[src/bsel_pkg.sv]
`default_nettype none
package bsel_pkg;
	localparam int MAX_SLOTS_DEF = 16;
	localparam int COUNT_BITS_DEF = 16;
	localparam int SLOT_W = 4;
	localparam int WEIGHT_W = 16;
	localparam int IP_W = 32;

	typedef enum logic [2:0] {
		K_SELECT = 3'd0, K_SELECT_IP = 3'd1, K_OPEN = 3'd2, K_CLOSE = 3'd3,
		K_ADD = 3'd4, K_SET_READY = 3'd5, K_SET_WEIGHT = 3'd6, K_UNUSED = 3'd7
	} kind_t;

	typedef enum logic [1:0] {
		ST_OK = 2'd0, ST_NONE_READY = 2'd1, ST_FULL = 2'd2, ST_ABSENT = 2'd3
	} status_t;

	typedef enum logic [1:0] {
		M_ROUND = 2'd0, M_LEAST = 2'd1, M_GPU = 2'd2, M_ROUND_ALT = 2'd3
	} mode_t;

	typedef enum logic [3:0] {
		S_IDLE, S_HASH, S_COUNT, S_DIV, S_PICK, S_SCAN, S_READ, S_UPDATE, S_DONE
	} state_t;

	typedef struct packed {
		logic [2:0] kind;
		logic [IP_W-1:0] peer_addr;
		logic [SLOT_W-1:0] backend_slot;
		logic ready_value;
		logic [WEIGHT_W-1:0] weight_value;
	} req_t;

	typedef struct packed {
		logic [SLOT_W-1:0] chosen_slot;
		logic [1:0] status;
	} resp_t;
endpackage
`default_nettype wire

[src/bsel_if.sv]
`default_nettype none
interface bsel_req_if;
	import bsel_pkg::*;
	logic valid;
	logic ready;
	req_t payload;
	modport source(output valid, output payload, input ready);
	modport sink(input valid, input payload, output ready);
endinterface
`default_nettype wire

[src/bsel_resp_if.sv]
`default_nettype none
interface bsel_resp_if;
	import bsel_pkg::*;
	logic valid;
	logic ready;
	resp_t payload;
	modport source(output valid, output payload, input ready);
	modport sink(input valid, input payload, output ready);
endinterface
`default_nettype wire

[src/bsel_cfg_if.sv]
`default_nettype none
interface bsel_cfg_if;
	logic valid;
	logic ready;
	logic [1:0] select_mode;
	modport source(output valid, output select_mode, input ready);
	modport sink(input valid, input select_mode, output ready);
endinterface
`default_nettype wire

[src/backend_selector.sv]
// backend_selector: picks a backend slot from a table of up to MAX_SLOTS slots.
// Channels: req (sink) carries one request with kind, peer_addr, backend_slot,
// ready_value and weight_value; resp (source) returns chosen_slot and status;
// cfg (sink) writes the select_mode register; the user must write it only
// while the block is idle, which the block itself does not enforce. Every
// request produces exactly one response. A sequencer walks the slot table
// one slot per cycle and runs a one-bit-per-cycle restoring divider for the
// modulo by the ready count. A client-IP select hashes the peer address,
// counts the ready slots, divides, locates the chosen ready slot and loads
// the response register. Round robin skips the hash; least connections and
// GPU-aware scan the table for the best ready slot instead of dividing; a
// select with no ready slot goes to the response after the count; table
// updates read the addressed slot and then update it. req.ready is high
// only in the idle state, so a new request is taken only after the previous
// response has been loaded into the response register.
// Reset clears the slot count, all ready flags, the rotation counter, the mode
// and the response register. When the receiver stalls, the response waits in
// its register while the next request is processed; that one then waits in
// the sequencer, which takes no new request until the register is free.
`default_nettype none
module backend_selector #(
	parameter int MAX_SLOTS = bsel_pkg::MAX_SLOTS_DEF,
	parameter int COUNT_BITS = bsel_pkg::COUNT_BITS_DEF
) (
	input wire logic clk,
	input wire logic arst_n,
	bsel_req_if.sink req,
	bsel_resp_if.source resp,
	bsel_cfg_if.sink cfg
);
	import bsel_pkg::*;

	localparam int IDX_W = (MAX_SLOTS > 1) ? $clog2(MAX_SLOTS) : 1;
	localparam int CNT_W = $clog2(MAX_SLOTS + 1);

	state_t state_q, state_d;
	logic [1:0] mode_q;
	logic [CNT_W-1:0] slot_count_q;
	logic [MAX_SLOTS-1:0] ready_q;
	logic [COUNT_BITS-1:0] conn_mem [MAX_SLOTS];
	logic [WEIGHT_W-1:0] weight_mem [MAX_SLOTS];
	logic [31:0] rot_q;

	req_t req_q;
	logic [31:0] dividend_q;   // hash or rotation value, then shifted in the divider
	logic [CNT_W-1:0] rem_q;
	logic [5:0] step_q;        // digit index or divide bit index
	logic [CNT_W-1:0] idx_q;   // scan position, width holds MAX_SLOTS
	logic [CNT_W-1:0] nready_q;
	logic [CNT_W-1:0] seen_q;
	logic have_q;
	logic [COUNT_BITS-1:0] best_conn_q;
	logic [WEIGHT_W-1:0] best_w_q;
	logic [SLOT_W-1:0] chosen_q;
	logic [1:0] status_q;
	logic [COUNT_BITS-1:0] rd_conn_q;
	logic out_valid_q;
	resp_t out_q;

	logic accept;
	logic out_load;
	logic [IDX_W-1:0] idx_cur;
	logic in_range;
	logic [7:0] octet;
	logic [3:0] digit;
	logic digit_use;
	logic [CNT_W:0] rem_try;
	logic [IDX_W-1:0] slot_idx;
	logic slot_ok;

	assign accept = req.valid && req.ready;
	assign out_load = (state_q == S_DONE) && (!out_valid_q || resp.ready);
	assign idx_cur = idx_q[IDX_W-1:0];
	assign in_range = idx_q < slot_count_q;
	assign slot_idx = IDX_W'(req_q.backend_slot);
	assign slot_ok = (32'(req_q.backend_slot) < 32'(slot_count_q))
		&& (32'(req_q.backend_slot) < 32'(MAX_SLOTS));

	// Hash digit walk: step_q counts 16 positions, 4 per octet, of which the first
	// 3 are digit positions. The decimal digits come from compares against multiples of 100 and 10.
	always_comb begin
		logic [1:0] oi;
		logic [1:0] pos;
		logic [1:0] hund;
		logic [7:0] rem1;
		logic [3:0] tens;
		logic [3:0] ones;
		oi = step_q[3:2];
		pos = step_q[1:0];
		octet = req_q.peer_addr[8*(3-oi) +: 8];
		if (octet >= 8'd200) begin
			hund = 2'd2;
			rem1 = octet - 8'd200;
		end else if (octet >= 8'd100) begin
			hund = 2'd1;
			rem1 = octet - 8'd100;
		end else begin
			hund = 2'd0;
			rem1 = octet;
		end
		tens = '0;
		for (int k = 1; k < 10; k++)
			if (rem1 >= 8'(10 * k)) tens = 4'(k);
		ones = 4'(rem1 - 8'(tens) * 8'd10);
		digit = '0;
		digit_use = 1'b0;
		case (pos)
			2'd0: begin
				digit = 4'(hund);
				digit_use = octet >= 8'd100;
			end
			2'd1: begin
				digit = tens;
				digit_use = octet >= 8'd10;
			end
			2'd2: begin
				digit = ones;
				digit_use = 1'b1;
			end
			default: begin
				digit = '0;
				digit_use = 1'b0;
			end
		endcase
	end

	assign rem_try = {rem_q, dividend_q[31]};

	always_comb begin
		state_d = state_q;
		case (state_q)
			S_IDLE: if (accept) begin
				if (req.payload.kind == K_SELECT_IP) state_d = S_HASH;
				else if (req.payload.kind == K_SELECT) state_d = S_COUNT;
				else state_d = S_READ;
			end
			S_HASH: if (step_q == 6'd15) state_d = S_COUNT;
			S_COUNT: if (idx_q == CNT_W'(MAX_SLOTS)) begin
				if (nready_q == '0) state_d = S_DONE;
				else if (req_q.kind == K_SELECT && (mode_q == M_LEAST || mode_q == M_GPU))
					state_d = S_SCAN;
				else state_d = S_DIV;
			end
			S_DIV: if (step_q == 6'd31) state_d = S_PICK;
			S_PICK: if (idx_q == CNT_W'(MAX_SLOTS)) state_d = S_DONE;
			S_SCAN: if (idx_q == CNT_W'(MAX_SLOTS)) state_d = S_DONE;
			S_READ: state_d = S_UPDATE;
			S_UPDATE: state_d = S_DONE;
			S_DONE: if (!out_valid_q || resp.ready) state_d = S_IDLE;
			default: state_d = S_IDLE;
		endcase
	end

	always_comb begin
		req.ready = (state_q == S_IDLE);
		cfg.ready = 1'b1;
		resp.valid = out_valid_q;
		resp.payload.chosen_slot = out_q.chosen_slot;
		resp.payload.status = out_q.status;
	end

	always_ff @(posedge clk or negedge arst_n) begin
		if (!arst_n) begin
			state_q <= S_IDLE;
			mode_q <= M_ROUND;
			slot_count_q <= '0;
			ready_q <= '0;
			rot_q <= '0;
			out_valid_q <= 1'b0;
			out_q <= '0;
		end else begin
			state_q <= state_d;
			if (cfg.valid && cfg.ready) mode_q <= cfg.select_mode;
			if (out_load) begin
				out_valid_q <= 1'b1;
				out_q.chosen_slot <= chosen_q;
				out_q.status <= status_q;
			end else if (resp.ready) begin
				out_valid_q <= 1'b0;
			end
			if (state_q == S_COUNT && idx_q == CNT_W'(MAX_SLOTS) && nready_q != '0
					&& req_q.kind == K_SELECT && mode_q != M_LEAST && mode_q != M_GPU)
				rot_q <= rot_q + 32'd1;
			if (state_q == S_UPDATE) begin
				if (req_q.kind == K_ADD && slot_count_q < CNT_W'(MAX_SLOTS)) begin
					ready_q[slot_count_q[IDX_W-1:0]] <= 1'b0;
					slot_count_q <= slot_count_q + CNT_W'(1);
				end
				if (req_q.kind == K_SET_READY && slot_ok)
					ready_q[slot_idx] <= req_q.ready_value;
			end
		end
	end

	// Table memories and datapath registers. The connection count of the
	// addressed slot is read in S_READ and written back in S_UPDATE.
	always_ff @(posedge clk) begin
		rd_conn_q <= conn_mem[slot_idx];
		case (state_q)
			S_IDLE: begin
				req_q <= req.payload;
				dividend_q <= '0;
				step_q <= '0;
				idx_q <= '0;
				nready_q <= '0;
			end
			S_HASH: begin
				if (step_q[1:0] != 2'd3 && digit_use)
					dividend_q <= dividend_q * 32'd10 + 32'(digit);
				step_q <= step_q + 6'd1;
				if (step_q == 6'd15) idx_q <= '0;
			end
			S_COUNT: begin
				if (idx_q != CNT_W'(MAX_SLOTS)) begin
					if (in_range && ready_q[idx_cur]) nready_q <= nready_q + CNT_W'(1);
					idx_q <= idx_q + CNT_W'(1);
				end else begin
					idx_q <= '0;
					step_q <= '0;
					rem_q <= '0;
					have_q <= 1'b0;
					seen_q <= '0;
					if (req_q.kind == K_SELECT) dividend_q <= rot_q;
					chosen_q <= '0;
					status_q <= (nready_q == '0) ? ST_NONE_READY : ST_OK;
				end
			end
			S_DIV: begin
				if (rem_try >= {1'b0, nready_q}) rem_q <= CNT_W'(rem_try - {1'b0, nready_q});
				else rem_q <= rem_try[CNT_W-1:0];
				dividend_q <= {dividend_q[30:0], 1'b0};
				step_q <= step_q + 6'd1;
			end
			S_PICK: begin
				if (idx_q != CNT_W'(MAX_SLOTS)) begin
					if (in_range && ready_q[idx_cur]) begin
						if (seen_q == rem_q) chosen_q <= SLOT_W'(idx_q);
						seen_q <= seen_q + CNT_W'(1);
					end
					idx_q <= idx_q + CNT_W'(1);
				end
			end
			S_SCAN: begin
				if (idx_q != CNT_W'(MAX_SLOTS)) begin
					if (in_range && ready_q[idx_cur]) begin
						if (!have_q || (mode_q == M_LEAST && conn_mem[idx_cur] < best_conn_q)
								|| (mode_q == M_GPU && weight_mem[idx_cur] > best_w_q)) begin
							have_q <= 1'b1;
							best_conn_q <= conn_mem[idx_cur];
							best_w_q <= weight_mem[idx_cur];
							chosen_q <= SLOT_W'(idx_q);
						end
					end
					idx_q <= idx_q + CNT_W'(1);
				end
			end
			S_UPDATE: begin
				case (req_q.kind)
					K_ADD: begin
						if (slot_count_q >= CNT_W'(MAX_SLOTS)) begin
							chosen_q <= '0;
							status_q <= ST_FULL;
						end else begin
							chosen_q <= SLOT_W'(slot_count_q);
							status_q <= ST_OK;
							conn_mem[slot_count_q[IDX_W-1:0]] <= '0;
							weight_mem[slot_count_q[IDX_W-1:0]] <= '0;
						end
					end
					K_OPEN, K_CLOSE, K_SET_READY, K_SET_WEIGHT: begin
						if (!slot_ok) begin
							chosen_q <= '0;
							status_q <= ST_ABSENT;
						end else begin
							chosen_q <= req_q.backend_slot;
							status_q <= ST_OK;
							if (req_q.kind == K_OPEN && rd_conn_q != {COUNT_BITS{1'b1}})
								conn_mem[slot_idx] <= rd_conn_q + COUNT_BITS'(1);
							else if (req_q.kind == K_CLOSE && rd_conn_q != '0)
								conn_mem[slot_idx] <= rd_conn_q - COUNT_BITS'(1);
							if (req_q.kind == K_SET_WEIGHT)
								weight_mem[slot_idx] <= req_q.weight_value;
						end
					end
					default: begin
						chosen_q <= '0;
						status_q <= ST_OK;
					end
				endcase
			end
			default: begin
			end
		endcase
	end
endmodule
`default_nettype wire
[src/flat_wrapper.sv]
// flat-port wrapper written by rule: the top's interface ports become plain ports
module backend_selector_flat import bsel_pkg::*;
#(
	parameter int MAX_SLOTS = bsel_pkg::MAX_SLOTS_DEF,
	parameter int COUNT_BITS = bsel_pkg::COUNT_BITS_DEF
)
  (clk, arst_n, req_valid, req_payload, req_ready, resp_valid, resp_payload, resp_ready, cfg_valid, cfg_select_mode, cfg_ready);
  bsel_req_if req_i ();
  bsel_resp_if resp_i ();
  bsel_cfg_if cfg_i ();
  input wire logic clk;
  input wire logic arst_n;
  input wire logic [$bits(req_i.valid)-1:0] req_valid;
  input wire logic [$bits(req_i.payload)-1:0] req_payload;
  output wire logic [$bits(req_i.ready)-1:0] req_ready;
  output wire logic [$bits(resp_i.valid)-1:0] resp_valid;
  output wire logic [$bits(resp_i.payload)-1:0] resp_payload;
  input wire logic [$bits(resp_i.ready)-1:0] resp_ready;
  input wire logic [$bits(cfg_i.valid)-1:0] cfg_valid;
  input wire logic [$bits(cfg_i.select_mode)-1:0] cfg_select_mode;
  output wire logic [$bits(cfg_i.ready)-1:0] cfg_ready;
  assign req_i.valid = req_valid;
  assign req_i.payload = req_payload;
  assign req_ready = req_i.ready;
  assign resp_valid = resp_i.valid;
  assign resp_payload = resp_i.payload;
  assign resp_i.ready = resp_ready;
  assign cfg_i.valid = cfg_valid;
  assign cfg_i.select_mode = cfg_select_mode;
  assign cfg_ready = cfg_i.ready;
  backend_selector #(.MAX_SLOTS(MAX_SLOTS), .COUNT_BITS(COUNT_BITS)) u_core (.clk(clk), .arst_n(arst_n), .req(req_i), .resp(resp_i), .cfg(cfg_i));
endmodule
[config.mk]
export PLATFORM = sky130hd
export DESIGN_NAME = backend_selector_flat
export DESIGN_NICKNAME = d
export VERILOG_FILES = /design/src/bsel_pkg.sv /design/src/bsel_if.sv /design/src/bsel_resp_if.sv /design/src/bsel_cfg_if.sv /design/src/backend_selector.sv /design/src/flat_wrapper.sv
export SDC_FILE = /design/constraint.sdc
export NUM_CORES = 1
export LEC_CHECK = 0
export ABC_AREA = 0
export BUFFER_PORTS_ARGS = -buffer_cell sky130_fd_sc_hd__buf_4
export CORE_MARGIN = 2
export CORE_UTILIZATION = 45
export CTS_CLUSTER_SIZE = 24
export DETAILED_ROUTE_END_ITERATION = 8
export PLACE_DENSITY_LB_ADDON = 0.3
export SYNTH_ARGS = -nofsm -noshare
export SYNTH_HDL_FRONTEND = slang
export SYNTH_SLANG_ARGS = --single-unit
[constraint.sdc]
create_clock -name clk -period 23 [get_ports clk]
set_input_delay 0 -clock clk [delete_from_list [all_inputs] [get_ports clk]]
set_output_delay 0 -clock clk [all_outputs]
set_load 0.02 [all_outputs]
; Yosys cells after proc, flatten, opt, wreduce, memory -nomap -nowiden
; Memories as Yosys holds them, arrays and structs flattened. A register that Yosys moved wholly into a read port is not among the register bits.
; Index checks and enable logic that the tools add are counted.
[totals]
reg_bits = 219
ram_bits = 512
input_bits = 63
output_inout_bits = 9
word_cells = 281
mem_count = 2
[classes]
addsub = 14
multipliers = 2
magnitude_cmp = 24
n_eq_ne = 45
n_shift = 1
muxes = 108
bitwise = 3
reduce_logical = 58
[memory_table]
columns = memory, depth, width, read_ports, rd_clocked_by_memory_dff, wr, line
row1 = u_core.conn_mem, 16, 16, 2, 2, 1, backend_selector.sv:40  ; logic [COUNT_BITS-1:0] conn_mem [MAX_SLOTS];
row2 = u_core.weight_mem, 16, 16, 1, 1, 1, backend_selector.sv:41  ; logic [WEIGHT_W-1:0] weight_mem [MAX_SLOTS];
[op_table]
columns = cell, count
row1 = $pmux W32 S4, 1
row2 = $mux W16, 6
row3 = $mux W32, 3
row4 = $mux W4, 23
row5 = $mux W5, 9
row6 = $mux W1, 34
row7 = $shiftx A32 B33 Y8, 1
row8 = $add A32 B1 Y32 const B, 1
row9 = $add A32 B4 Y32, 1
row10 = $ge A8 B7 Y1 const B, 4
row11 = $mul A32 B3 Y31 const B, 1
row12 = $pmux W4 S8, 1
row13 = $reduce_or A16 Y1, 2
row14 = $pmux W5 S2, 3
row15 = $ne A2 B1 Y1 const B, 13
row16 = $ge A8 B6 Y1 const B, 3
row17 = $add A5 B1 Y5 const B, 4
row18 = $pmux W5 S4, 1
row19 = $logic_and A1 B1 Y1, 18
row20 = $mux W3, 6
row21 = $pmux W6 S3, 1
row22 = $add A16 B1 Y16 const B, 1
row23 = $and A16 B16 Y16, 1
row24 = $bwmux W16, 1
row25 = 68 further kinds, 116

; Longest topological paths before layout
; Gate-level depths: netlist of the first run.
[depth]
depth_word = 21
mapped_depth = 32
mapped_depth_nobuf = 29

; Worst setup path after synthesis of the first run
; Ideal clock, no wire load.
[synth_path]
path_kind = register to register
startpoint = register u_core.step_q[2]
endpoint = register u_core.dividend_q[0] (enable)
setup_ps = 595
arrival_ps = 7042
required_time_ps = 22405
path_slack_ps = 15363
stages_incl_launch_ff = 11
path_buffers = 1
synth_period_minus_slack_ps = 7637
path_cell_list = edfxtp_1 > buf_4 > mux4_2 > inv_1 > ha_1 > o21ai_0 > nand3_1 > a21oi_1 > a21oi_1 > nor2_1 > a2111oi_0
[synth_via]
elab_chain_len = 7
elab_cells_between_ends = 8
cone_classes = add/sub (1) / order compare (2) / eq/ne (1) / shift (1) / mux (1) / reduce/logical (2)
[synth_rtl]
columns = item, line
row1 = from (decl), backend_selector.sv:47  ; logic [5:0] step_q;
row2 = from (signal assigned), backend_selector.sv:210  ; step_q <= step_q + 6'd1;
row3 = from (signal assigned), backend_selector.sv:232  ; step_q <= step_q + 6'd1;
row4 = $sub A2 B2 Y3 (*), backend_selector.sv:90  ; octet = req_q.peer_addr[8*(3-oi) +: 8];
row5 = $shiftx A32 B33 Y8 (*), backend_selector.sv:90
row6 = $ge A8 B4 Y1 / $ge A8 B7 Y1 (equally long branches), "backend_selector.sv:114, backend_selector.sv:110"
row7 = $pmux W1 S3 (*), backend_selector.sv:107  ; case (pos)
row8 = $logic_and A1 B1 Y1 (*), backend_selector.sv:208  ; if (step_q[1:0] != 2'd3 && digit_use)
row9 = $ne A2 B1 Y1 (no source line) (*), --
row10 = $reduce_and A4 Y1 (no source line) (*), --
row11 = to (signal assigned), backend_selector.sv:209  ; dividend_q <= dividend_q * 32'd10 + 32'(digit);
row12 = to (signal assigned), backend_selector.sv:223  ; if (req_q.kind == K_SELECT) dividend_q <= rot_q;
row13 = to (signal assigned), backend_selector.sv:231  ; dividend_q <= {dividend_q[30:0], 1'b0};
row14 = to (decl), backend_selector.sv:45  ; logic [31:0] dividend_q;
; Mark *: on every way between the ends. The rest lies on a longest branch, timed or not.
; A chain may end at the register's enable or synchronous reset.

; Worst setup path after layout of the first run
[layout_path]
startpoint = register u_core.step_q[2]
endpoint = register u_core.dividend_q[27] (data pin)
[layout_via]
elab_chain_len = 21
elab_cells_between_ends = 34
cone_classes = add/sub (5) / mul (1) / order compare (11) / shift (1) / mux (16)
[layout_rtl]
columns = item, line
row1 = $sub A2 B2 Y3 (*), backend_selector.sv:90
row2 = $shiftx A32 B33 Y8 (*), backend_selector.sv:90
row3 = $sub A8 B7 Y8 / $ge A8 B7 Y1 (equally long branches), "backend_selector.sv:96, backend_selector.sv:94"
row4 = $mux W8, backend_selector.sv:94  ; end else if (octet >= 8'd100) begin
row5 = $mux W8, backend_selector.sv:91  ; if (octet >= 8'd200) begin
row6 = $ge A8 B4 Y1, backend_selector.sv:103  ; if (rem1 >= 8'(10 * k)) tens = 4'(k);
row7 = $mux W1, backend_selector.sv:103
row8 = $mux W2 (2 in series), backend_selector.sv:103
row9 = $mux W3 (4 in series), backend_selector.sv:103
row10 = $mux W4 (2 in series), backend_selector.sv:103
row11 = $mul A4 B3 Y3, backend_selector.sv:104  ; ones = 4'(rem1 - 8'(tens) * 8'd10);
row12 = $sub A4 B4 Y4, backend_selector.sv:104
row13 = $pmux W4 S3 (*), backend_selector.sv:107
row14 = $add A32 B4 Y32 (*), backend_selector.sv:209
row15 = $mux W32 (*), backend_selector.sv:208
row16 = $pmux W32 S4 (*), backend_selector.sv:199  ; case (state_q)
; Mark *: on every way between the ends. The rest lies on a longest branch, timed or not. The select of a mux whose other input is x is not followed.

==> results of run 1 <==
per-stage QoR:
stage	worst slack (ns)	hold slack (ns)	cell area (um^2)	power (mW)
4_1_cts	15.00	0.0583	41900	5.10
6_report	15.00	0.0591	41900	5.07
2_1_floorplan	15.36	-0.296	36600	3.27
5_1_grt	14.41	0.0864	41900	5.37
3_5_place_dp	15.03	0.158	38600	3.74
3_3_place_gp	15.18	0.142	38600	3.69
flip-flops by register name (all words and copies together) (netlist names), 32 cells and up, named ones only:
signal,flops
u_core.conn_mem,256
u_core.dividend_q,32
u_core.rot_q,32
u_core.weight_mem,256
u_core.req_q,52
critical path: cells and delay by family, from the launching register on:
family	cells	cell delay, ns
adders and majority gates	4	1.08
and+or+nand+nor	9	2.16
buffers and inverters	2	0.29
muxes	2	1.10
AOI/OAI and AO/OA	6	1.31
xor gates and xnor gates	5	0.98
DFF	1	0.82
final timing paths:
| kind | from | end |
|---|---|---|
| max | u_core.step_q[2] | u_core.dividend_q[27] |
| min | arst_n | u_core.rot_q[28] |
| max reg2reg | u_core.step_q[2] | u_core.dividend_q[27] |
| min reg2reg | u_core.status_q[1] | u_core.resp.payload[1] |
| max in group asynchronous | arst_n | u_core.slot_count_q[4] |
| min in group clk | req_payload[17] | u_core.slot_idx[0] |
cells in the final DEF, fill, tap and decap left out, types with 25 or more instances in the layout:
cell           Yosys  final
dlygate4sd3_1      0     62
o21ai_0           63     63
and2_1            25     25
o21ai_1           25     25
buf_4              2    115
dfrtp_1           66     66
a22oi_1           37     37
inv_1             81     81
nor2_1           175    143
ha_1             139    139
nand3_1           55     55
clkbuf_16          0     83
nor3_1            31     30
a21oi_1           67     67
xnor2_1           69     69
mux4_2           254    254
edfxtp_1         665    665
nand2_1           95     95
xor2_1            48     48
metal layers:
layer | vias up | wire [um]
li1 | 9686 | -
met1 | 11500 | 36400
met2 | 799 | 44500
met3 | 128 | 5270
met4 | 0 | 1890
met5 | - | 0
cell type report:
class | count | area (um^2)
Clock buffer | 99 | 2160
Inverter | 82 | 308
Multi-Input combinational cell | 1413 | 14000
Timing Repair Buffer | 178 | 1500
Tap cell | 1060 | 1330
Clock inverter | 47 | 563
Sequential cell | 751 | 22000
Fill cell | 6407 | 38600
report_power, final:
part           internal [mW]  switching, mW  total (mW)
logic                  0.825           1.16        1.98
clock network          0.794          0.537        1.33
registers               1.63          0.130        1.76
total                   3.25           1.82        5.07
cell families (layout without fill, tap and decap cells):
| kind of cell | after synthesis | after routing | share of synthesized area |
|---|---|---|---|
| mux | 284 | 284 | 0.166 |
| flops | 751 | 751 | 0.602 |
| compound gates | 350 | 350 | 0.0649 |
| xor+xnor | 118 | 118 | 0.0285 |
| buf+inv | 186 | 406 | 0.0195 |
| fa+ha+maj | 144 | 144 | 0.0503 |
| simple gates | 516 | 516 | 0.0695 |
| other cells | 1 | 1 | 0.000102 |
timing repair:
action	CTS	global route
gates resized for setup	0	0
hold endpoints to repair	129	0
hold buffers	62	0
==> summary.txt, run 1 <==
Logic synthesis
  • Top FF cell, synth: edfxtp_1
  • Post-synth top area cell: edfxtp_1
  • Synth area leaders: edfxtp_1, mux4_2, ha_1, dfrtp_1, nor2_1
  • Syn_nets: between 2000 and 3000
  • Post-synthesis sequential area ratio: 0.602
  • Synth unique cells: a little over 90
  • Commonest cells post-synth: edfxtp_1, mux4_2, nor2_1
  • Synthesized area: 36600 um^2
  • Most frequent cell after synthesis: edfxtp_1
  • FF+latch count, synth: roughly 750
  • Number of flops mapped to enable cells by yosys: around 670
  • Post-Syn Instances: 2350
  • Mean area per synthesized cell: 15.6 um^2
  • Share of the synthesized area in the top cell type: 0.546
  • Ys Warns: 0
  • FFs w/ async S/R, synth: 0.0879

Critical path
  • Worst path required time: 23.36 ns
  • Startpoint types: register
  • CP max FO: 13
  • Reg2reg path depth: 28
  • Critical Path Sink Type: register
  • Worst R2R Setup Slack: between 10 and 15 ns
  • Worst path slowest cell: edfxtp_1
  • Setup CP Type: reg -> reg
  • Critical path's largest stage delay: 0.82 ns
  • Critical path data arrival time: ~8.4 ns

Global route
  • Largest net degree at the start of global routing: approximately 100
  • Grt total ovfl: 0
  • Grt met1 use: 0.289
  • Initial antenna violation count: 0
  • Met3 usage: 0.0269
  • First-pass GRT wire length: 136000 um
  • GRT Util Overall: 0.214
  • GR peak layer: met2
  • Vias in the first global route: between 20000 and 25000
  • Met2 usage: 0.365

Place
  • Port bufs: 70
  • Routability cong.: between 0.8 and 0.9
  • Dpl cells: about 3400
  • HPWL after detailed placement: between 50000 and 60000 um

Power
  • Pleak: between 10 and 15 nW
  • VDD IR max: approximately 0.000084 V
  • PD cells: 121 nW/um^2

Drt
  • Router iterations before antenna repair: 6
  • Remaining routing DRC violations: 0
  • Avg WL per Cell: ~24 um
  • Routed WL: 88100 um
  • Drt via density: between 6 and 7
  • Initial DRC Count: about 2100
  • Via count: 22100
  • Final ANT Viol Nets: 0

STA
  • Slew HR: 0.274
  • Slew Viols, Final: 0
  • Period utilization: 0.348
  • Endpoints failing hold: 0
  • Tmin final: 8.00 ns
  • Sum Neg Setup Slack: 0 ns
  • Measured slew at the worst slew-check pin: about 1.1 ns
  • Max Fclk: between 0.1 and 0.15 GHz
  • Unrepaired setup endpoints after global routing: no
  • Skew final: around 0.032 ns
  • Count of final setup violators: 0

Die
  • Die width: approximately 290 um
  • Core area: 80500 um^2
  • Chip Height: about 290 um
  • Initial core utilization: 0.454
  • Cell Rows: 104
  • Die ar.: between 80000 and 90000 um^2
  • I/O pin cnt: just over 70

Clock tree
  • Root Driver: clkbuf_16
  • CTS H-tree lvls: 3
  • Post-CTS setup buffers: 0
  • TritonCTS buffer count: slightly above 80
  • Worst-case clock buffer depth: 3
  • Clk Latency, worst-skew pair: between 0.6 and 0.7 ns
  • CTS tree: done
  • Clk sink count: about 750
  • Reg clk slew, reported paths: ~0.06 ns

Finish
  • Non-filler instance count after layout: around 3600
  • Area growth, synth to finish: 14.5%
  • Layout cells sized above 1: 0.221
  • Final Core Density: 0.520
  • ANT cells: 0
  • Layout net count: between 2000 and 3000

Worst hold path
  • Min-Delay Path Class: in -> async

Run status
  • Status: complete, no violations

Flow run
  • Max cap viols: 0
(Power assumes the default switching activity.)
==> inputs of run 2 (changes only) <==
Settings changed: ABC_AREA 0 to 1.
Clock period 23 ns to 7.5 ns, I/O delays scaled along.
==> run 2 against run 1 <==
  * Sequential cell count unchanged
  * Critical path depth up 19
  * Via count up 28%
  * Sequential share of layout area down 0.61 points
==> summary.txt, run 2 <==
Finish
  • Layout net count: 3892 (was 2714)
  • Top Registers: u_core.conn_mem (256), u_core.weight_mem (256), u_core.req_q (52) (unchanged)
  • # fillers: 7161 (was 6407)
  • Layout cells sized above 1: 0.0924 (was 0.221)
  • Commonest non-fill, non-tap cell in the layout: edfxtp_1 (unchanged)
  • ANT cells: 0 (unchanged)
  • Area growth, synth to finish: 13.6% (was 14.5%)
  • Most frequent cells in the layout: edfxtp_1, nand2_1, nor2_1 (was edfxtp_1, mux4_2, nor2_1)

Drt
  • Initial DRC Count: 3015 (was 2096)
  • Router iterations before antenna repair: 6 (unchanged)
  • Routed WL: 103000 um (was 88100 um)
  • Drt via density: 5.85 (was 6.08)
  • Final ANT Viol Nets: 0 (unchanged)
  • Remaining routing DRC violations: 0 (unchanged)
  • Avg WL per Cell: 21.3 um (was 24.3 um)
  • Via count: 28200 (was 22100)

Die
  • I/O pin cnt: 72 (unchanged)
  • Initial core utilization: 0.455 (was 0.454)
  • Die width: 292 um (was 289 um)
  • Die ar.: 85300 um^2 (was 83600 um^2)
  • Chip Height: 292 um (was 289 um)
  • Cell Rows: 105 (was 104)
  • Core area: 82100 um^2 (was 80500 um^2)

Logic synthesis
  • Post-synthesis sequential area ratio: 0.590 (was 0.602)
  • Commonest cells post-synth: edfxtp_1, nor2_1, nand2_1 (was edfxtp_1, mux4_2, nor2_1)
  • Synth unique cells: 64 (was 91)
  • Post-synth top area cell: edfxtp_1 (unchanged)
  • FFs w/ async S/R, synth: 0.0879 (unchanged)
  • Mean area per synthesized cell: 10.4 um^2 (was 15.6 um^2)
  • Synthesized area: 37300 um^2 (was 36600 um^2)
  • FF+latch count, synth: 751 (unchanged)
  • Post-Syn Instances: 3585 (was 2350)
  • Number of flops mapped to enable cells by yosys: 665 (unchanged)
  • Synth area leaders: edfxtp_1, o21ai_0, ha_1, nor2_1, dfrtp_1 (was edfxtp_1, mux4_2, ha_1, dfrtp_1, nor2_1)
  • Ys Warns: 0 (unchanged)
  • Syn_nets: 3792 (was 2557)
  • Share of the synthesized area in the top cell type: 0.535 (was 0.546)
  • Most frequent cell after synthesis: edfxtp_1 (unchanged)
  • Top FF cell, synth: edfxtp_1 (unchanged)

Critical path
  • Critical path's largest stage delay: 0.47 ns (was 0.82 ns)
  • Critical Path Most Common Cell: nand2_1
  • Worst path required time: 7.88 ns (was 23.36 ns)
  • Worst path slowest cell: edfxtp_1 (unchanged)
  • CP max FO: 18 (was 13)
  • Critical path data arrival time: 7.04 ns (was 8.36 ns)
  • Startpoint types: register (unchanged)
  • Critical Path Sink Type: register (unchanged)
  • Setup CP Type: reg -> reg (unchanged)

Run status
  • Status: complete, no violations (unchanged)

Place
  • Port bufs: 70 (unchanged)
  • Worst slack, placed: 0.473 ns (was 15.03 ns)
  • Routability cong.: 0.893 (was 0.896)
  • HPWL after detailed placement: 60800 um (was 54200 um)

Clock tree
  • CTS H-tree lvls: 3 (unchanged)
  • Reg clk slew, reported paths: 0.06 ns (about the same)
  • TritonCTS buffer count: 78 (was 81)
  • Clk sink count: 751 (unchanged)
  • Clk Latency, worst-skew pair: 0.64 ns (was 0.63 ns)
  • CTS tree: done (unchanged)
  • Worst-case clock buffer depth: 3 (unchanged)
  • Root Driver: clkbuf_16 (unchanged)

Global route
  • Grt total ovfl: 0 (unchanged)
  • First-pass GRT wire length: 157000 um (was 136000 um)
  • Initial antenna violation count: 0 (unchanged)
  • GRT Util Overall: 0.238 (was 0.214)
  • Largest net degree at the start of global routing: 131 (was 104)
  • Vias in the first global route: 27200 (was 22700)

STA
  • Period utilization: 0.889 (was 0.348)
  • Sum Neg Setup Slack: 0 ns (unchanged)
  • Endpoints failing hold: 0 (unchanged)
  • Slew Viols, Final: 0 (unchanged)
  • Measured slew at the worst slew-check pin: 1.28 ns (was 1.09 ns)
  • Tmin final: 6.67 ns (was 8.00 ns)
  • Skew final: 0.0189 ns (was 0.0316 ns)
  • Count of final setup violators: 0 (unchanged)
  • Max Fclk: 0.150 GHz (was 0.125 GHz)
  • Post-route setup slack: 0.832 ns (was 15.00 ns)
  • Slew HR: 0.147 (was 0.274)

Power
  • VDD IR max: 0.000259 V (was 0.0000841 V)
  • PD cells: 403 nW/um^2 (was 121 nW/um^2)
  • Final Total Pwr: 17.1 mW (was 5.07 mW)
  • Pleak: 16.5 nW (was 13.4 nW)

Worst hold path
  • Min-Delay Path Class: in -> reg (was in -> async)

Flow run
  • Max cap viols: 0 (unchanged)
## run 2: final timing paths
check,from,endpoint,slack [ns],cells past startpoint
hold / removal,req_valid,u_core.state_q[3],0.03,5
min in group asynchronous,arst_n,u_core.slot_count_q[1],0.06,2
max in group asynchronous,arst_n,u_core.rot_q[4],6.81,2
setup reg to reg,u_core.step_q[2],u_core.dividend_q[24],0.83,47
hold reg to reg,u_core.chosen_q[0],u_core.resp.payload[2],0.49,1
setup / recovery,u_core.step_q[2],u_core.dividend_q[24],0.83,47
## run 2: cell type report
class	count	area, um^2	share of cell area
inverters	338	1280	0.0303
clock inverters	34	378	0.00891
repair buffers	184	1560	0.0369
flip-flops and latches	751	22000	0.520
clock buffers	107	2170	0.0513
well taps	1070	1340	0.0316
multi-input cells	2332	13600	0.322
## run 2: what timing repair did
action / in CTS / in global routing
gates resized for setup: 0 / 17
endpoints found under the hold margin: 128 / 0
endpoints found under the setup margin: 0 / 9
hold buffers: 61 / 0
setup buffers: 0 / 2
## run 2: logic make-up after synthesis
| logic type | after synthesis | synth area share |
|---|---|---|
| AO/OA/AOI/OAI | 932 | 0.151 |
| XOR/XNOR | 78 | 0.0183 |
| adder cells (fa/ha/maj) | 144 | 0.0493 |
| buffers and inverters | 502 | 0.0510 |
| flip-flops | 751 | 0.590 |
| multiplexers | 31 | 0.00855 |
| other | 1 | 0.000100 |
| AND/OR/NAND/NOR | 1146 | 0.132 |
## run 2: critical path, delay by kind of cell (launching register included)
kind | cells | cell delay [ns]
and+or+nand+nor | 36 | 3.87
adders and majority gates | 4 | 1.12
DFF | 1 | 0.47
AOI/OAI and AO/OA | 3 | 0.39
buffers and inverters | 3 | 0.31
xor gates and xnor gates | 1 | 0.17
## run 2: routing by layer
| metal | part of all wire | vias up | wire (um) | track usage |
|---|---|---|---|---|
| met5 | 0 | - | 0 | 0 |
| met4 | 0.031 | 0 | 3210 | 0.0797 |
| met3 | 0.074 | 193 | 7580 | 0.0359 |
| met2 | 0.47 | 1173 | 47900 | 0.390 |
| met1 | 0.43 | 13700 | 44100 | 0.325 |
| li1 | - | 13100 | - | - |
## run 2: stage by stage
| step | hold WS, ns | cell area, um^2 | instances | utilization |
|---|---|---|---|---|
| after global placement | 0.164 | 39200 | 4612 | 0.477 |
| final | 0.0340 | 42400 | 4816 | 0.516 |
| after global routing | 0.0752 | 42400 | 4816 | 0.516 |
| after detailed placement | 0.176 | 39200 | 4612 | 0.477 |
| after floorplan | -0.296 | 37300 | 3585 | - |
| after CTS | 0.0150 | 42300 | 4814 | 0.516 |
## run 2: power breakdown
part | internal (mW) | switching, mW
clock | 2.25 | 1.66
combinational | 2.35 | 5.27
sequential | 5.15 | 0.389
total | 9.76 | 7.32
==> inputs of run 3 (changes only) <==
Settings changed: CORE_UTILIZATION 45 to 40.
Clock period 7.5 ns to 5.9 ns, I/O delays scaled along.
==> run 3 against run 2 <==
  * Wire length increased by 4.2%
  * Worst setup slack got worse by 1.2 ns
  * Combinational power increased by 56%
  * Global-route usage decreased by 1.8 points
  * First-iteration DRC count decreased by 4.1%
  * Die area increased by 12%
  * Hold slack improved by 0.059 ns
  * Final area increased by 4.1%
  * The run now ends with negative setup slack left
  * Critical path type unchanged
  * Clock-buffer cell count decreased by 3
  * Clock skew increased by 0.0070 ns
==> summary.txt, run 3 (synthesis results as in run 2) <==
STA
  • Post-route setup slack: -0.374 ns (was 0.832 ns)
  • Slew Viols, Final: 0 (unchanged)
  • Worst hold margin: 0.0930 ns (was 0.0340 ns)
  • Unrepaired setup endpoints after global routing: yes
  • Endpoints failing hold: 0 (unchanged)
  • Slew HR: 0.114 (was 0.147)
  • Skew final: 0.0259 ns (was 0.0189 ns)
  • Measured slew at the worst slew-check pin: 1.33 ns (was 1.28 ns)
  • Max Fclk: 0.159 GHz (was 0.150 GHz)
  • Tmin final: 6.27 ns (was 6.67 ns)
  • Count of final setup violators: 15 (was 0)
  • Sum Neg Setup Slack: -3.19 ns (was 0 ns)
  • Period utilization: 1.06 (was 0.889)

Global route
  • First-pass GRT wire length: 162000 um (was 157000 um)
  • Largest net degree at the start of global routing: 153 (was 131)
  • Vias in the first global route: 28000 (was 27200)
  • GRT Util Overall: 0.219 (was 0.238)
  • Grt total ovfl: 0 (unchanged)
  • Initial antenna violation count: 1 (was 0)

Power
  • Pleak: 17.3 nW (was 16.5 nW)
  • VDD IR max: 0.000522 V (was 0.000259 V)
  • PD cells: 542 nW/um^2 (was 403 nW/um^2)

Finish
  • Layout cells sized above 1: 0.147 (was 0.0924)
  • Layout net count: 4038 (was 3892)
  • Non-filler instance count after layout: 5150 (was 4816)
  • Final Core Density: 0.475 (was 0.516)
  • ANT cells: 0 (unchanged)
  • Commonest non-fill, non-tap cell in the layout: edfxtp_1 (unchanged)
  • Area growth, synth to finish: 18.3% (was 13.6%)
  • Most frequent cells in the layout: edfxtp_1, nor2_1, nand2_1 (was edfxtp_1, nand2_1, nor2_1)
  • Top Registers: u_core.conn_mem (256), u_core.weight_mem (256), u_core.req_q (52) (unchanged)

Critical path
  • CP Buf/Inv Count: 9 (was 3)
  • Critical Path Most Common Cell: nand2_1 (unchanged)
  • Critical path data arrival time: 6.65 ns (was 7.04 ns)
  • Startpoint types: register (unchanged)
  • Worst R2R Setup Slack: -0.37 ns (was 0.83 ns)
  • Critical path's largest stage delay: 0.39 ns (was 0.47 ns)
  • Worst path required time: 6.28 ns (was 7.88 ns)
  • Setup CP Type: reg -> reg (unchanged)
  • CP max FO: 8 (was 18)
  • Critical Path Sink Type: register (unchanged)
  • Worst path slowest cell: edfxtp_1 (unchanged)
  • CP delay by family, top: simple AND/OR/NAND/NOR gates (unchanged)

Drt
  • Avg WL per Cell: 20.8 um (was 21.3 um)
  • Drt via density: 5.59 (was 5.85)
  • Via count: 28800 (was 28200)
  • Remaining routing DRC violations: 0 (unchanged)
  • Initial DRC Count: 2890 (was 3015)
  • Routed WL: 107000 um (was 103000 um)
  • Router iterations before antenna repair: 6 (unchanged)
  • Final ANT Viol Nets: 0 (unchanged)

Die
  • Core area: 92900 um^2 (was 82100 um^2)
  • I/O pin cnt: 72 (unchanged)
  • Die width: 309 um (was 292 um)
  • Cell Rows: 112 (was 105)
  • Die ar.: 95800 um^2 (was 85300 um^2)
  • Chip Height: 309 um (was 292 um)
  • Initial core utilization: 0.402 (was 0.455)

Place
  • Port bufs: 70 (unchanged)
  • HPWL after detailed placement: 64800 um (was 60800 um)
  • Routability cong.: 0.879 (was 0.893)
  • Dpl cells: 4892 (was 4612)

Worst hold path
  • Min-Delay Path Class: in -> reg (unchanged)

Clock tree
  • Worst-case clock buffer depth: 3 (unchanged)
  • TritonCTS buffer count: 80 (was 78)
  • CTS H-tree lvls: 3 (unchanged)
  • Root Driver: clkbuf_16 (unchanged)
  • Clk Latency, worst-skew pair: 0.64 ns (about the same)
  • Clk sink count: 751 (unchanged)
  • Reg clk slew, reported paths: 0.06 ns (about the same)
  • CTS tree: done (unchanged)

Run status
  • Failing checks: negative setup slack
  • Status: finished with violations (was complete, no violations)

Flow run
  • Max cap viols: 0 (unchanged)
[run 3: changes by cell type in the layout (fill, tap and decap cells not counted), sizes merged]
cell         delta
inv             -1
dlygate4sd3     +1
clkbuf          -3
clkinvlp        +8
clkinv          +4
buf           +142
bufinv          -1
[run 3: metal layers]
metal / vias up / GRT usage / wire (um)
li1: 13400 / - / -
met1: 13900 / 0.294 / 45500
met2: 1132 / 0.356 / 49400
met3: 259 / 0.0350 / 8000
met4: 0 / 0.0884 / 4130
met5: - / 0 / 0
[run 3: cell type report]
class / instances / area, um^2
Clock inverter: 43 / 379
Timing Repair Buffer: 327 / 2720
Fill cell: 8441 / 48800
Inverter: 338 / 1290
Clock buffer: 104 / 2200
Multi-Input combinational cell: 2332 / 14000
Sequential cell: 751 / 22000
Tap cell: 1254 / 1570
Timing Repair inverter: 1 / 7.51
[run 3: what timing repair did]
| item | 4_1_cts | 5_1_grt |
|---|---|---|
| hold buffers | 62 | 0 |
| setup endpoints to repair | 16 | 23 |
| pin swaps | 36 | 41 |
| gates cloned | 1 | 0 |
| hold endpoints to repair | 129 | 0 |
| resized for setup | 73 | 51 |
| buffers inserted | 44 | 5 |
[run 3: per-stage QoR]
step                      worst slack [ns]  cell area (um^2)  power, mW
after global placement              -0.495             40100       17.5
after floorplan                    -0.0103             37300       13.9
after global routing                -0.793             44200       25.5
after detailed placement            -0.634             40100       17.6
final                               -0.374             44200       23.9
after CTS                           -0.291             43900       23.5
[run 3: path summary, 6_finish.rpt]
kind                            cells after the start                    end              from
worst max-delay path                               52  u_core.dividend_q[27]  u_core.step_q[2]
worst min-delay path                                2        u_core.req_q[8]    req_payload[8]
worst max register to register                     52  u_core.dividend_q[27]  u_core.step_q[2]
worst min register to register                      1       u_core.rot_q[31]  u_core.rot_q[31]
max in group asynchronous                           2       u_core.mode_q[1]            arst_n
min in group asynchronous                           2     u_core.ready_q[12]            arst_n
[run 3: report_power, final]
part / internal [mW] / switching [mW] / leakage, nW / total (mW)
combinational: 4.41 / 7.51 / 8.11 / 11.9
sequential: 6.55 / 0.489 / 7.97 / 7.04
clock: 2.87 / 2.11 / 1.25 / 4.97
